===== src/design/plu_pkg.sv =====
// ----------------------------------------------------------------------------
// plu_pkg
// Types, stage map and constants shared by the point light shade unit.
// ----------------------------------------------------------------------------
package plu_pkg;

   localparam int FIFO_DEPTH_DEF = 4;

   localparam int SQRT_BITS = 18;
   localparam int DIV_BITS  = 15;
   localparam int POW_STEPS = 16;

   localparam logic [14:0] ONE_Q14 = 15'd16384;

   localparam int ST_SQ      = 0;
   localparam int ST_SUM     = 1;
   localparam int ST_SQRT0   = 2;
   localparam int ST_DIVI    = ST_SQRT0 + SQRT_BITS;
   localparam int ST_DIV0    = ST_DIVI + 1;
   localparam int ST_LV      = ST_DIV0 + DIV_BITS;
   localparam int ST_LDN     = ST_LV + 1;
   localparam int ST_R       = ST_LDN + 1;
   localparam int ST_RE      = ST_R + 1;
   localparam int ST_RDE     = ST_RE + 1;
   localparam int ST_POW0    = ST_RDE + 1;
   localparam int ST_MUL     = ST_POW0 + POW_STEPS;
   localparam int ST_PROD    = ST_MUL + 1;
   localparam int ST_OUT     = ST_PROD + 1;
   localparam int NUM_STAGES = ST_OUT + 1;

   typedef struct packed {
      logic [2:0][16:0] d;
      logic [2:0][15:0] e;
      logic [2:0][15:0] n;
      logic [2:0][15:0] li;
      logic [2:0][31:0] eff;
      logic [12:0]      ka;
      logic [12:0]      kd;
      logic [12:0]      ks;
      logic [7:0]       shin;
      logic             shadow;
   } fe_type;

   typedef struct packed {
      fe_type           fe;
      logic [2:0][33:0] sq;
      logic [17:0]      root;
      logic [36:0]      rem;
      logic [2:0][30:0] drem;
      logic [2:0][14:0] q;
      logic [2:0][15:0] lv;
      logic [2:0][31:0] ln;
      logic             diff_on;
      logic [14:0]      ldn14;
      logic [2:0][17:0] r;
      logic [2:0][33:0] re;
      logic             spec_on;
      logic [14:0]      base;
      logic [14:0]      f;
      logic [2:0][44:0] ta;
      logic [2:0][44:0] tb;
      logic [2:0][28:0] tc;
      logic [2:0][58:0] pa;
      logic [2:0][59:0] pb;
      logic [2:0][55:0] pc;
      logic [2:0][15:0] colour;
   } bk_type;

endpackage


===== src/design/plu_front.sv =====
// ----------------------------------------------------------------------------
// plu_front
// Input stage: takes a word, forms light offsets and effective colour.
// ----------------------------------------------------------------------------
module plu_front import plu_pkg::*; (
   input  logic        clock,
   input  logic        reset,
   input  logic        req_valid,
   output logic        req_ready,
   input  logic [47:0] req_point_xyz,
   input  logic [47:0] req_eye_xyz,
   input  logic [47:0] req_normal_xyz,
   input  logic [47:0] req_light_position_xyz,
   input  logic [47:0] req_light_intensity_rgb,
   input  logic [47:0] req_surface_colour_rgb,
   input  logic [12:0] req_ambient_factor,
   input  logic [12:0] req_diffuse_factor,
   input  logic [12:0] req_specular_factor,
   input  logic [7:0]  req_shininess_power,
   input  logic        req_in_shadow,
   output logic        out_valid,
   input  logic        out_ready,
   output fe_type      out_data
);

   logic   vld_ff;
   logic   vld_in;
   fe_type data_ff;
   fe_type data_in;
   logic   take;

   assign req_ready = !vld_ff || out_ready;
   assign take      = req_valid && req_ready;
   assign vld_in    = take || (vld_ff && !out_ready);

   always_comb begin
      logic [15:0] lp;
      logic [15:0] pp;
      logic [15:0] cc;
      data_in = '0;
      for (int i = 0; i < 3; i++) begin
         lp = req_light_position_xyz[16*i +: 16];
         pp = req_point_xyz[16*i +: 16];
         cc = req_surface_colour_rgb[16*i +: 16];
         data_in.d[i]   = {lp[15], lp} - {pp[15], pp};
         data_in.e[i]   = req_eye_xyz[16*i +: 16];
         data_in.n[i]   = req_normal_xyz[16*i +: 16];
         data_in.li[i]  = req_light_intensity_rgb[16*i +: 16];
         data_in.eff[i] = {16'b0, cc} * {16'b0, req_light_intensity_rgb[16*i +: 16]};
      end
      data_in.ka     = req_ambient_factor;
      data_in.kd     = req_diffuse_factor;
      data_in.ks     = req_specular_factor;
      data_in.shin   = req_shininess_power;
      data_in.shadow = req_in_shadow;
   end

   always_ff @(posedge clock) begin
      if (reset) begin
         vld_ff <= 1'b0;
      end else begin
         vld_ff <= vld_in;
      end
   end

   always_ff @(posedge clock) begin
      if (take) begin
         data_ff <= data_in;
      end
   end

   assign out_valid = vld_ff;
   assign out_data  = data_ff;

endmodule


===== config.mk =====
export PLATFORM = sky130hd
export DESIGN_NAME = plu_front
export DESIGN_NICKNAME = d
export VERILOG_FILES = /design/src/design/plu_pkg.sv /design/src/design/plu_front.sv
export SDC_FILE = /design/constraint.sdc
export NUM_CORES = 2
export LEC_CHECK = 0
export BUFFER_PORTS_ARGS = -buffer_cell sky130_fd_sc_hd__buf_2
export CORE_MARGIN = 8
export CORE_UTILIZATION = 45
export CTS_CLUSTER_SIZE = 20
export DETAILED_ROUTE_END_ITERATION = 10
export GPL_ROUTABILITY_DRIVEN = 1
export PLACE_DENSITY_LB_ADDON = 0.25
export SETUP_SLACK_MARGIN = 0.3
export SLEW_MARGIN = 20
export SYNTH_ARGS = -nofsm -noshare
export SYNTH_HDL_FRONTEND = slang
export SYNTH_SLANG_ARGS = --single-unit
export TNS_END_PERCENT = 1

===== constraint.sdc =====
create_clock -name clock -period 18.9 [get_ports clock]
set_clock_uncertainty 0.1 [all_clocks]
set_input_delay 3.78 -clock clock [delete_from_list [all_inputs] [get_ports clock]]
set_output_delay 3.78 -clock clock [all_outputs]
set_load 0.1 [all_outputs]

## Word level (Yosys, flattened, before mapping)

Index checks and enable logic that the tools add are counted.

| storage, ports and cells | value |
|---|---|
| flip-flop bits (word level) | 340 |
| latch bits | 0 |
| bits in writable memories | 0 |
| ROM bits | 0 |
| input port bits | 340 |
| output and inout bits | 341 |
| logic and storage cells | 33 |
| memories kept | 0 |

| cells by class | value |
|---|---|
| add/subtract/negate cells | 3 |
| multipliers | 3 |
| div/mod/pow operators | 0 |
| $lt $le $gt $ge | 0 |
| equal/unequal tests | 0 |
| shift operators | 0 |
| mux-type cells | 0 |
| bitwise logic cells | 0 |
| reductions and logical operators | 6 |

Operators with widths:

| operator | count |
|---|---|
| $mul A16 B16 Y32 | 3 |
| $sub A16 B16 Y17 | 3 |
| $logic_and A1 B1 Y1 | 2 |
| $logic_not A1 Y1 | 2 |
| $logic_or A1 B1 Y1 | 2 |

## Longest topological paths before layout

| logic depth | value |
|---|---|
| depth in word-level cells | 4 |
| mapped depth | 23 |
| mapped depth without buffers | 22 |

## Worst setup path after synthesis

Ideal clock, no wire load.

| timing path | value |
|---|---|
| kind | input-to-reg |
| start | input port out_ready |
| end | register data_ff (netlist bit out_data[0]), enable pin |
| arrival time | 12.340 ns |
| data required time | 18.058 ns |
| path slack | 5.719 ns |
| cell stages on the path | 2 |
| cells stage by stage | nand2b_1 -> and2_1 |

| between the ends | value |
|---|---|
| longest elaborated chain between the ends | 2 |

Ends and longest elaborated chain:

| item | RTL line | source |
|---|---|---|
| from (decl) | plu_front.sv:22 | `input logic out_ready,` |
| $logic_or A1 B1 Y1 | plu_front.sv:32 | `assign req_ready = !vld_ff \|\| out_ready;` |
| $logic_and A1 B1 Y1 | plu_front.sv:33 | `assign take = req_valid && req_ready;` |
| via take | plu_front.sv:30 | `logic take;` |
| to (signal assigned) | plu_front.sv:68 | `data_ff <= data_in;` |
| to (decl) | plu_front.sv:28 | `fe_type data_ff;` |

The timed path passes the listed nets, and every way through them passes these cells.
A chain may end at the register's enable or synchronous reset.

==> results.ini <==
[run_status]
outcome=complete, no violations

[synth]
syn_area_per_cell_sq_um=10.5
synth_cell_types=76
syn_nets=4915
yosys.area.top_type_share_pct=30.7
ys_async_sr_fraction_pct=0
synth_edf_count=339
ys_ff_latch=340
synthTopCellsByArea=fa_1 (31%), edfxtp_1 (27%), ha_1 (12%), inv_1 (7.3%), and2_1 (5.6%)
ys_seq_area_share_pct=26.8
netlist_area_sq_mm=0.0381
synth_ff_type=edfxtp_1
synth_top_area_cell=fa_1
syn_inst=3630
yosys_warnings=0

[grt]
grt_pass1_wl_um=163000
grt_max_degree=162
grt-ovfl-total=0
antenna_found_initial=21
grt_pass1_vias=28992
track_usage_pct=22.0

[die]
row_count=106
initial_core_util_pct=45.5
die_y_um=307
coreArea_sq_mm=0.0837
io_pins=681
die_w_um=307
dieArea_sq_mm=0.0942

[placement]
place.gp.congestion=0.889
dp_hpwl_um=85300
port_buffers=680

[layout]
syn_to_final_growth_pct=15.3
nNetsFinal=5528
drive_gt1_share_pct=18.5
layout_commonest_cell=inv_1
fin_util_pct=52.5
final_cell_mix=inv_1 (739), buf_2 (680), fa_1 (585)

[worst_setup_path]
startpoint_type=input port
reg2regPathDepth=4
crit_path_max_fanout=16
critPathRequiredTime_ns=19.14
crit_type=input port to register
worstSetupEndpointType=register
worst_ep_arrival_time_ns=9.59

[timing]
max_slew_margin_pct=27.8
finalSetupViolCount=0
tightestPinTransition_ns=1.08
finalCritPeriodShare_pct=49.5
slew_violations=0
rsz0062_at_grt=false
finalCriticalPeriod_ns=9.35
hold_viol_final=0
fmax_mhz=107
setup_tns_ns=0

[clocking]
cts_root_buffer=clkbuf_16
cts.reportedPaths.clkPinSlew_ns=0.07
cts_resized=0
cts.sinks=340
cts_setup_buffers=0
ctsHoldBuffers=0
clock_latency_ns=0.62
cts.path.max_buffers=3
htree_levels=2
cts_buffers=43
tritoncts=done

[routing]
vias=27374
drt-total-wl_um=104000
drtIter0Drc=1592
ant_nets=0
drc=0
first_pass_iters=5
routed_via_density=5.05
wire_per_inst_um=19.2

[min_path]
min_path_type=register to register
holdPathStages=2

[job]
maxCapViolations=0

worst max-delay path: stages:
cell      delay, ns
buf_2          0.30
nand2_1        0.13
fa_1           0.52
fa_1           0.57
inv_1          0.07
fa_1           0.50
inv_1          0.05
fa_1           0.52
inv_1          0.05
fa_1           0.47
inv_1          0.05
fa_1           0.47
inv_1          0.04
ha_1           0.37
nand2_1        0.07
o21ai_0        0.36
a211oi_2       0.08
nor4b_2        0.49
a21oi_2        0.19
a32oi_2        0.26
a221oi_2       0.09
xnor2_1        0.14
metal layers:
layer / global-route usage [%] / wire length [um]
met3: 5.10 / 8220
met5: 0 / 22
met4: 6.09 / 2490
met2: 37.1 / 50700
met1: 28.3 / 42800
kinds of logic (layout without fill, tap and decap cells):
group                    Yosys count  in the layout  synth area share (%)
flip-flops                       340            340                  26.8
AO/OA/AOI/OAI                    352            352                  6.37
adder cells (fa/ha/maj)          945            945                  42.6
multiplexers                       5              5                 0.135
AND/OR/NAND/NOR                 1018           1018                  13.0
XOR/XNOR                         116            116                  2.67
buffers and inverters            854           1499                  8.47
other                              0             13                     0
flip-flops by register name (all words and copies together) (netlist names):
signal and count:
out_valid 1, out_data 339
cell type report:
type	instances	area, sq um
clock buffers	48	1090
clock inverters	29	314
flip-flops and latches	340	10200
well taps	1134	1420
fillers	7567	39700
diodes	13	32.5
inverters	739	2770
multi-input cells	2436	24700
repair buffers	683	3440
through the flow:
stage          instance area (sq um)  setup WS (ns)  std cells  hold WS [ns]
2_1_floorplan                  38100           5.72       3630          1.63
3_3_place_gp                   42500           9.07       5332         0.400
3_5_place_dp                   42500           8.97       5332         0.423
4_1_cts                        43900           9.62       5409         0.435
5_1_grt                        43900           9.21       5419         0.482
6_report                       43900           9.55       5422         0.436
cell usage after synthesis (all sizes together), types with 8 or more instances:
cell	instances
o21ai	58
a21boi	8
nor2b	20
and2	340
xor2	39
a211oi	13
and3	12
o31ai	9
a31oi	10
a21o	58
o21a	19
fa	585
edfxtp	339
nand4	15
o21bai	17
ha	360
o211ai	13
xnor2	77
nand2	498
clkbuf	112
a21oi	109
nand2b	11
nand3	23
nor2	68
inv	739
path summary, 6_finish.rpt:
path	from	to	slack, ns
setup / recovery	req_surface_colour_rgb[42]	out_data[142]	9.55
hold / removal	out_valid	out_valid	0.44
setup reg to reg	out_valid	out_data[257]	15.72
hold reg to reg	out_valid	out_valid	0.44
Power is not shown: default switching activity piles up to over one toggle a cycle in this logic, so the estimate is an artifact.
