**src/design/plu_pkg.sv**
```systemverilog
// ----------------------------------------------------------------------------
// plu_pkg
// Types, stage map and constants shared by the point light shade unit.
// ----------------------------------------------------------------------------
package plu_pkg;

   localparam int FIFO_DEPTH_DEF = 4;

   localparam int SQRT_BITS = 18;
   localparam int DIV_BITS  = 15;
   localparam int POW_STEPS = 16;

   localparam logic [14:0] ONE_Q14 = 15'd16384;

   localparam int ST_SQ      = 0;
   localparam int ST_SUM     = 1;
   localparam int ST_SQRT0   = 2;
   localparam int ST_DIVI    = ST_SQRT0 + SQRT_BITS;
   localparam int ST_DIV0    = ST_DIVI + 1;
   localparam int ST_LV      = ST_DIV0 + DIV_BITS;
   localparam int ST_LDN     = ST_LV + 1;
   localparam int ST_R       = ST_LDN + 1;
   localparam int ST_RE      = ST_R + 1;
   localparam int ST_RDE     = ST_RE + 1;
   localparam int ST_POW0    = ST_RDE + 1;
   localparam int ST_MUL     = ST_POW0 + POW_STEPS;
   localparam int ST_PROD    = ST_MUL + 1;
   localparam int ST_OUT     = ST_PROD + 1;
   localparam int NUM_STAGES = ST_OUT + 1;

   typedef struct packed {
      logic [2:0][16:0] d;
      logic [2:0][15:0] e;
      logic [2:0][15:0] n;
      logic [2:0][15:0] li;
      logic [2:0][31:0] eff;
      logic [12:0]      ka;
      logic [12:0]      kd;
      logic [12:0]      ks;
      logic [7:0]       shin;
      logic             shadow;
   } fe_type;

   typedef struct packed {
      fe_type           fe;
      logic [2:0][33:0] sq;
      logic [17:0]      root;
      logic [36:0]      rem;
      logic [2:0][30:0] drem;
      logic [2:0][14:0] q;
      logic [2:0][15:0] lv;
      logic [2:0][31:0] ln;
      logic             diff_on;
      logic [14:0]      ldn14;
      logic [2:0][17:0] r;
      logic [2:0][33:0] re;
      logic             spec_on;
      logic [14:0]      base;
      logic [14:0]      f;
      logic [2:0][44:0] ta;
      logic [2:0][44:0] tb;
      logic [2:0][28:0] tc;
      logic [2:0][58:0] pa;
      logic [2:0][59:0] pb;
      logic [2:0][55:0] pc;
      logic [2:0][15:0] colour;
   } bk_type;

endpackage

```
**src/design/plu_fifo.sv**
```systemverilog
// ----------------------------------------------------------------------------
// plu_fifo
// Short queue between the front and the back pipeline.
// ----------------------------------------------------------------------------
module plu_fifo import plu_pkg::*; #(
   parameter int DEPTH = FIFO_DEPTH_DEF
) (
   input  logic   clock,
   input  logic   reset,
   input  logic   in_valid,
   output logic   in_ready,
   input  fe_type in_data,
   output logic   out_valid,
   input  logic   out_ready,
   output fe_type out_data
);

   localparam int AW = $clog2(DEPTH);
   localparam int CW = $clog2(DEPTH + 1);

   fe_type          mem_ff [DEPTH];
   logic [AW-1:0]   wr_ptr_ff;
   logic [AW-1:0]   wr_ptr_in;
   logic [AW-1:0]   rd_ptr_ff;
   logic [AW-1:0]   rd_ptr_in;
   logic [CW-1:0]   cnt_ff;
   logic [CW-1:0]   cnt_in;
   logic            push;
   logic            pop;

   assign in_ready  = cnt_ff != CW'(DEPTH);
   assign out_valid = cnt_ff != '0;
   assign push      = in_valid && in_ready;
   assign pop       = out_valid && out_ready;
   assign out_data  = mem_ff[rd_ptr_ff];

   always_comb begin
      wr_ptr_in = wr_ptr_ff;
      rd_ptr_in = rd_ptr_ff;
      cnt_in    = cnt_ff;
      if (push) begin
         wr_ptr_in = (wr_ptr_ff == AW'(DEPTH - 1)) ? '0 : wr_ptr_ff + 1'b1;
      end
      if (pop) begin
         rd_ptr_in = (rd_ptr_ff == AW'(DEPTH - 1)) ? '0 : rd_ptr_ff + 1'b1;
      end
      if (push && !pop) begin
         cnt_in = cnt_ff + 1'b1;
      end else if (pop && !push) begin
         cnt_in = cnt_ff - 1'b1;
      end
   end

   always_ff @(posedge clock) begin
      if (reset) begin
         wr_ptr_ff <= '0;
         rd_ptr_ff <= '0;
         cnt_ff    <= '0;
      end else begin
         wr_ptr_ff <= wr_ptr_in;
         rd_ptr_ff <= rd_ptr_in;
         cnt_ff    <= cnt_in;
      end
   end

   always_ff @(posedge clock) begin
      if (push) begin
         mem_ff[wr_ptr_ff] <= in_data;
      end
   end

endmodule

```
**config.mk**
```make
export PLATFORM = sky130hd
export DESIGN_NAME = plu_fifo
export DESIGN_NICKNAME = d
export VERILOG_FILES = /design/src/design/plu_pkg.sv /design/src/design/plu_fifo.sv
export SDC_FILE = /design/constraint.sdc
export NUM_CORES = 1
export LEC_CHECK = 0
export ABC_AREA = 1
export BUFFER_PORTS_ARGS = -buffer_cell sky130_fd_sc_hd__buf_4
export CORE_MARGIN = 2
export CORE_UTILIZATION = 50
export CTS_BUF_LIST = sky130_fd_sc_hd__clkbuf_8
export DETAILED_ROUTE_END_ITERATION = 8
export HOLD_SLACK_MARGIN = 0.12
export PLACE_DENSITY_LB_ADDON = 0.25
export SYNTH_ARGS = -nofsm -noshare
export SYNTH_HDL_FRONTEND = slang
export SYNTH_SLANG_ARGS = --single-unit
```
**constraint.sdc**
```tcl
create_clock -name clock -period 20.7 [get_ports clock]
set_input_delay 4.14 -clock clock [delete_from_list [all_inputs] [get_ports clock]]
set_output_delay 4.14 -clock clock [all_outputs]
set_load 0.02 [all_outputs]
```
# == Word-level counts from Yosys, hierarchy flattened ==
# Memory sizes are Yosys's and may differ from the RTL's. A register that Yosys moved wholly into a read port is not among the register bits.
# Index checks and enable logic that the tools add are counted.
# totals
ff_bits,7
ram_bits,1356
inputBits,343
output_inout_bits,341
wordCells,27
n_memories,1
# op_classes
addsub,4
n_eq_ne,3
mux,8
reduce_logical,8
# mem_list
name,depth,word_bits,read_ports,rd_clocked_by_memory_dff,write_ports,line,text
mem_ff,4,339,1,1,1,plu_fifo.sv:21,fe_type mem_ff [DEPTH];
# op_table
operator,n
$mux W2,4
$mux W3,2
$add A2 B1 Y2 const B,2
$eq A2 B2 Y1 const B,2
$logic_and A1 B1 Y1,4
$add A3 B1 Y3 const B,1
$ne A3 B3 Y1 const B,1
$reduce_bool A3 Y1,1
$sub A3 B1 Y3 const B,1
$logic_not A1 Y1,2
$mux W1,2
$reduce_bool A2 Y1,1

# == Logic depth before layout (Yosys ltp) ==
# Gate-level depths: netlist of the first run.
# depth
ltp_word,6
ltp_mapped,13
ltp_nobuf,13

# == Worst setup path before layout of the first run ==
# No wires, ideal clock.
# synth_path
path_type,in2reg
start,input port in_valid
end,"memory mem_ff[0][0] (netlist bit), enable pin"
t_arrival_ps,18327
required_ps,19651
path_slack_ps,1324
cell_stages,2
path_buffers,0
cell_sequence,nand2_1 nor2_1
# synth_between
elab_chain_cells,3
# synth_lines
element,line,text
"start, declared",plu_fifo.sv:10,"input logic in_valid,"
$logic_and A1 B1 Y1,plu_fifo.sv:33,assign push = in_valid && in_ready;
$mux W1,plu_fifo.sv:67,if (push) begin
$mux W1 (not written as such),plu_fifo.sv:68,mem_ff[wr_ptr_ff] <= in_data;
"end, declared",plu_fifo.sv:21,
# Every way passes these cells.

==> metrics.txt, run 1 <==
Power Density=135.1 nW/um^2; crit start category=flop; # hold bufs at CTS=0; worst-margin pin slew=~1.3 ns; post-CTS setup buffers=0; global routing's busiest layer=met2; worst path bufs/invs=4; status=finished clean; Lkg Pwr=~21 nW; VDD IR max=~0.13 mV; row cnt=between 100 and 150; fraction of layout cells with a size suffix above 1=23.00%; sequential area share after synthesis=81.43%; Final Critical Period=9.180 ns; Slew HR=roughly 16%; GR Util met1=a little over a quarter; number of hold violations in the final report=0; drt pass-1 iters=5; area grow syn2layout=19.81%; final core occ=60.26%; min-delay worst type=reg -> reg; chip height=320.9 um; Clock Tree Buf Depth=3; final RePlAce weighted congestion=0.7627; H-Tree Depth=4; WL final=119,000 um; Root Buffer=clkbuf_8; setup tns final=0 ns; first-pass GRT wire length=roughly 180,000 um; Starting Density=between 50 and 60%; initial antenna violation count=20; Residual DRC=0; CTS tree=yes; syn nets=around 3.7k; fin cells=5,531; largest net degree at the start of global routing=227; Reg2Reg Capture Point=mem_ff[0][187]$_DFFE_PP_; RSZ-0062 raised after global routing=no; Post-DP HPWL=66,140 um; RR Startpoint=cnt_ff[0]$_SDFFE_PP0P_; post-synthesis register bit count=1,365; number of I/O pins=684; I/O Buffers=683; nets=4,401; CTS sink count=1,365; GR Layer Usage met2=between 30% and 40%; clk slew on worst S/H paths=around 0.060 ns; Max stage delay on crit path=0.92 ns; most used cell along the critical path=buf_4; crit path max-delay cell type=dfxtp_4; hold path depth=2; Max-cap violations=0; Slew Viols, Final=0; dpl cells=5,136; path depth of the worst reg2reg path=7; ANT nets after route=0; data arrival time of the worst path=approximately 5 ns; die extent in x=320.9 um; Period Utilization, post-route=44.35%; die footprint=roughly 100,000 sq um; DRT iter0 DRCs=2,142; slack of the critical path=11.52 ns; R2R setup slack=16.13 ns; crit-path leading delay family=buffers and inverters; CTS Buf Count=211; Clock Skew=0.03884 ns; Crit path depth=6; Yosys Warn Count=0; GRT overflow=0; Resized Gates After CTS=0; Setup crit end kind=output pin; worst setup path category=reg -> out; M3 GR Usage=8.418%; Cell Chain, Critical Path=buf_4 -> buf_4 -> buf_4 -> o21ai_0 -> o22ai_1 -> buf_4; via/cell ratio=5.475; DP Worst Slack=12.40 ns; min-delay src=rd_ptr_ff[1]$_SDFFE_PP0P_; clk_lat worst skew=a little under 0.9 ns; area of the mapped netlist=50,230 sq um; GRT Total Usage=between 20 and 25%; vias after detailed routing=30.28k; Max Fclk=0.1089 GHz; Cells after Synth=~3.3k; Max FO, Critical Path=103; wire per inst=21.51 um; critical path required time=between 15 and 20 ns; vias in the first global route=just under 30k; Core ar.=99,860 sq um; unique cell type count in the Yosys netlist=20; Setup Viol. Count Final=0; Syn Area/Cell=15.01 sq um
## cells by family (layout without fill, tap and decap cells)
kind of cell / after synthesis / in the layout / synth area share, %
xor gates and xnor gates: 1 / 1 / 0.01744
adders and majority gates: 7 / 7 / 0.1893
other: 0 / 15 / 0
and+or+nand+nor: 713 / 713 / 5.351
buffers and inverters: 241 / 1112 / 2.003
DFF: 1365 / 1365 / 81.43
AOI/OAI and AO/OA: 1020 / 1020 / 11.01
## registers in the layout, summed over array words and instances (netlist names), named ones only
signal	count
cnt_ff	3
mem_ff	1356
rd_ptr_ff	2
wr_ptr_ff	2
## Yosys cell counts, drive strengths merged
library cell	n	share of area (%)
a21oi	2	0.020
buf	70	0.72
clkbuf	155	1.2
dfxtp	9	0.36
edfxtp	1356	81
fa	1	0.040
ha	6	0.15
inv	16	0.12
nand2	14	0.10
nand3	1	0.010
nand3b	2	0.030
nand4	1	0.012
nor2	695	5.2
o21ai	679	6.8
o22ai	339	4.2
xor2	1	0.017
## power breakdown
part / leakage [nW] / internal [mW] / total [mW] / switching [mW]
registers: 12.5 / 3.37 / 3.45 / 0.0819
logic: 6.38 / 0.887 / 2.68 / 1.80
clock network: 2.23 / 0.979 / 1.99 / 1.02
total: 21.1 / 5.24 / 8.13 / 2.89
## per-layer routing
metal  wire length [um]  up-vias  part of all wire [%]
li1                   -    14170                     -
met1              44600    14930                    37
met2              59870      972                    50
met3              11020      196                   9.3
met4               3403       14                   2.9
met5                101        -                 0.085
## area by class of cell
class / count / area, sq um
Inverter: 16 / 75.07
Sequential cell: 1365 / 40910
Clock inverter: 169 / 827.0
Clock buffer: 211 / 2904
Multi-Input combinational cell: 1741 / 8351
Fill cell: 7594 / 39680
Tap cell: 1298 / 1624
Timing Repair Buffer: 716 / 5450
Antenna cell: 15 / 37.54
## worst register-to-register path: stages, from the launching register on
cell	delay, ns
dfxtp_1	0.39
nor2_1	0.08
nand2_1	0.14
nand2_1	0.31
nor2_4	0.68
buf_4	0.76
buf_4	0.90
buf_4	0.90
## worst max-delay path by stage
stage / startpoint / to / slack, ns
after floorplan: in_valid / mem_ff[0][0]$_DFFE_PP_ / 1.32
after global placement: flop / out_data[69] / 12.46
after detailed placement: flop / out_data[69] / 12.40
after CTS: flop / out_data[69] / 11.40
after global routing: flop / out_data[69] / 11.05
final: flop / out_data[57] / 11.52
## cell usage in the layout, fill, tap and decap left out, drive strengths merged
master	count
nor2	695
diode	15
a21oi	2
bufinv	2
clkbuf	211
o21ai	679
clkinvlp	2
nand2	14
o22ai	339
clkinv	65
xor2	1
inv	116
fa	1
edfxtp	1356
nand3	1
nand4	1
nand3b	2
dfxtp	9
buf	716
ha	6
## through the flow
stage	total power, mW	cell area (sq um)	hold WS (ns)
2_1_floorplan	5.172	50230	0.4827
3_3_place_gp	6.176	56410	0.5048
3_5_place_dp	6.209	56410	0.5063
4_1_cts	8.208	60140	0.5144
5_1_grt	8.513	60170	0.5651
6_report	8.131	60180	0.5141
Power figures use the tool's default switching activity.
==> inputs of run 2 (changes only) <==
- clock period: 20.7 -> 9.4 ns (I/O delays scaled with it)
==> metrics.txt, run 2 (same netlist as run 1, synthesis figures left out) <==
status=finished clean; largest net degree at the start of global routing=229; DRT iter0 DRCs=2,338; chip height=320.9 um; worst setup path category=reg -> out; die extent in x=320.9 um; Clock Tree Buf Depth=3; crit path max-delay cell type=dfxtp_4; clk_lat worst skew=0.88 ns; Reg2Reg Capture Point=mem_ff[0][111]$_DFFE_PP_; first-pass GRT wire length=172,900 um; row cnt=~120; data arrival time of the worst path=4.09 ns; most used cell along the critical path=buf_12; most frequent cells in the layout=edfxtp_1, buf_4, nor2_1; number of I/O pins=roughly 680; VDD IR max=0.2035 mV; Max Fclk=between 0.15 and 0.2 GHz; via/cell ratio=~5.5; # hold bufs at CTS=0; max reg flops=1,356; min-delay worst type=reg -> reg; ANT nets after route=0; Crit path depth=5; Setup Viol. Count Final=0; Setup crit end kind=output pin; Cell Chain, Critical Path=buf_12 -> buf_12 -> o21ai_0 -> o22ai_1 -> buf_4; Core ar.=99,860 sq um; crit start category=flop; post-CTS setup buffers=0; Fill cells=7,617; number of hold violations in the final report=0; Finished Cell Area=60,290 sq um; wire per inst=21.31 um; GRT Total Usage=22.13%; WL final=118,000 um; Max stage delay on crit path=slightly below 0.8 ns; most flop-heavy register=mem_ff; crit-path leading delay family=buffers and inverters; H-Tree Depth=4; initial antenna violation count=34; Slew HR=14.92%; CTS tree=yes; Critical Path End=out_data[168]; fraction of layout cells with a size suffix above 1=a little under a quarter; Root Buffer=clkbuf_8; CTS Buf Count=209; Starting Density=50.30%; Power Density=297.1 nW/um^2; Clock Skew=around 0.038 ns; worst path bufs/invs=3; Period Utilization, post-route=a little under two thirds; Lkg Pwr=21.11 nW; path depth of the worst reg2reg path=6; commonest non-fill, non-tap cell in the layout=edfxtp_1; Max-cap violations=0; Resized Gates After CTS=0; Post-DP HPWL=65,180 um; area grow syn2layout=20.04%; I/O Buffers=683; Final Critical Period=roughly 6.0 ns; GRT overflow=0; worst-margin pin slew=1.276 ns; Slew Viols, Final=0; CTS sink count=1,365; drt pass-1 iters=5; DP Worst Slack=4.376 ns; clk slew on worst S/H paths=0.06 ns; RSZ-0062 raised after global routing=no; Residual DRC=0; RR Startpoint=cnt_ff[1]$_SDFFE_PP0P_; Regs by FF count=mem_ff: 1356 flops, cnt_ff: 3 flops; die footprint=103,000 sq um; vias after detailed routing=30.42k; vias in the first global route=29.24k; placed instance area=56,470 sq um; final RePlAce weighted congestion=0.7715; critical path required time=7.52 ns; Max FO, Critical Path=approximately 230; R2R setup slack=6.33 ns; slack of the critical path=3.427 ns; nets=4,399
[run 2: changes by cell type in the layout (fill, tap and decap cells not counted), moves of 2 or more]
cell / previous run / this run
buf_12: 6 / 11
buf_4: 710 / 705
clkbuf_8: 211 / 216
clkinv_1: 46 / 53
clkinv_2: 18 / 14
clkinvlp_4: 2 / 4
diode_2: 15 / 23
inv_1: 102 / 93
inv_12: 4 / 2
[run 2: layout make-up]
cell class | count | area (sq um) | area share (%)
diodes | 23 | 57.56 | 0.09546
clock buffers | 216 | 2973 | 4.931
clock inverters | 162 | 792.0 | 1.314
inverters | 16 | 75.07 | 0.1245
multi-input cells | 1741 | 8351 | 13.85
flip-flops and latches | 1365 | 40910 | 67.85
well taps | 1298 | 1624 | 2.694
repair buffers | 716 | 5513 | 9.144
[run 2: through the flow]
step	util [%]	total power [mW]	TNS, ns	hold WS, ns	cells
finish	60.38	17.91	0	0.5041	5537
detailed placement	56.55	13.66	0	0.5017	5136
floorplan	-	11.22	-2703.27	0.4827	3347
global placement	56.55	13.61	0	0.5074	5136
CTS	60.32	18.07	0	0.5068	5514
global route	60.37	18.74	0	0.5298	5533
[run 2: worst min path at each step]
stage,slack [ns],depth (start not counted),from,end
after floorplan,0.48,2,rd_ptr_ff[1]$_SDFFE_PP0P_,flop
after global placement,0.51,2,rd_ptr_ff[1]$_SDFFE_PP0P_,flop
after detailed placement,0.50,2,rd_ptr_ff[1]$_SDFFE_PP0P_,flop
after CTS,0.51,2,rd_ptr_ff[1]$_SDFFE_PP0P_,flop
after global routing,0.53,2,rd_ptr_ff[1]$_SDFFE_PP0P_,flop
final,0.50,2,rd_ptr_ff[1]$_SDFFE_PP0P_,flop
[run 2: tightest hold or removal path, delay by kind of cell (launching register included)]
family	cells	cell delay, ns
AND/OR/NAND/NOR	1	0.06
AO/OA/AOI/OAI	1	0.11
flip-flops	1	0.31
[run 2: metal layers]
layer / vias up / wire (um) / part of all wire [%] / global-route usage [%]
li1: 14180 / - / - / -
met1: 15020 / 45280 / 38 / 26.47
met2: 962 / 57820 / 49 / 35.80
met3: 243 / 10660 / 9.0 / 8.299
met4: 24 / 4062 / 3.4 / 9.948
met5: - / 149 / 0.13 / 0
[run 2: power by group]
group	switching, mW	internal (mW)	leakage [nW]
Clock	2.19	2.21	2.21
Sequential	0.180	7.42	12.5
Combinational	3.94	1.96	6.40
Total	6.32	11.6	21.1
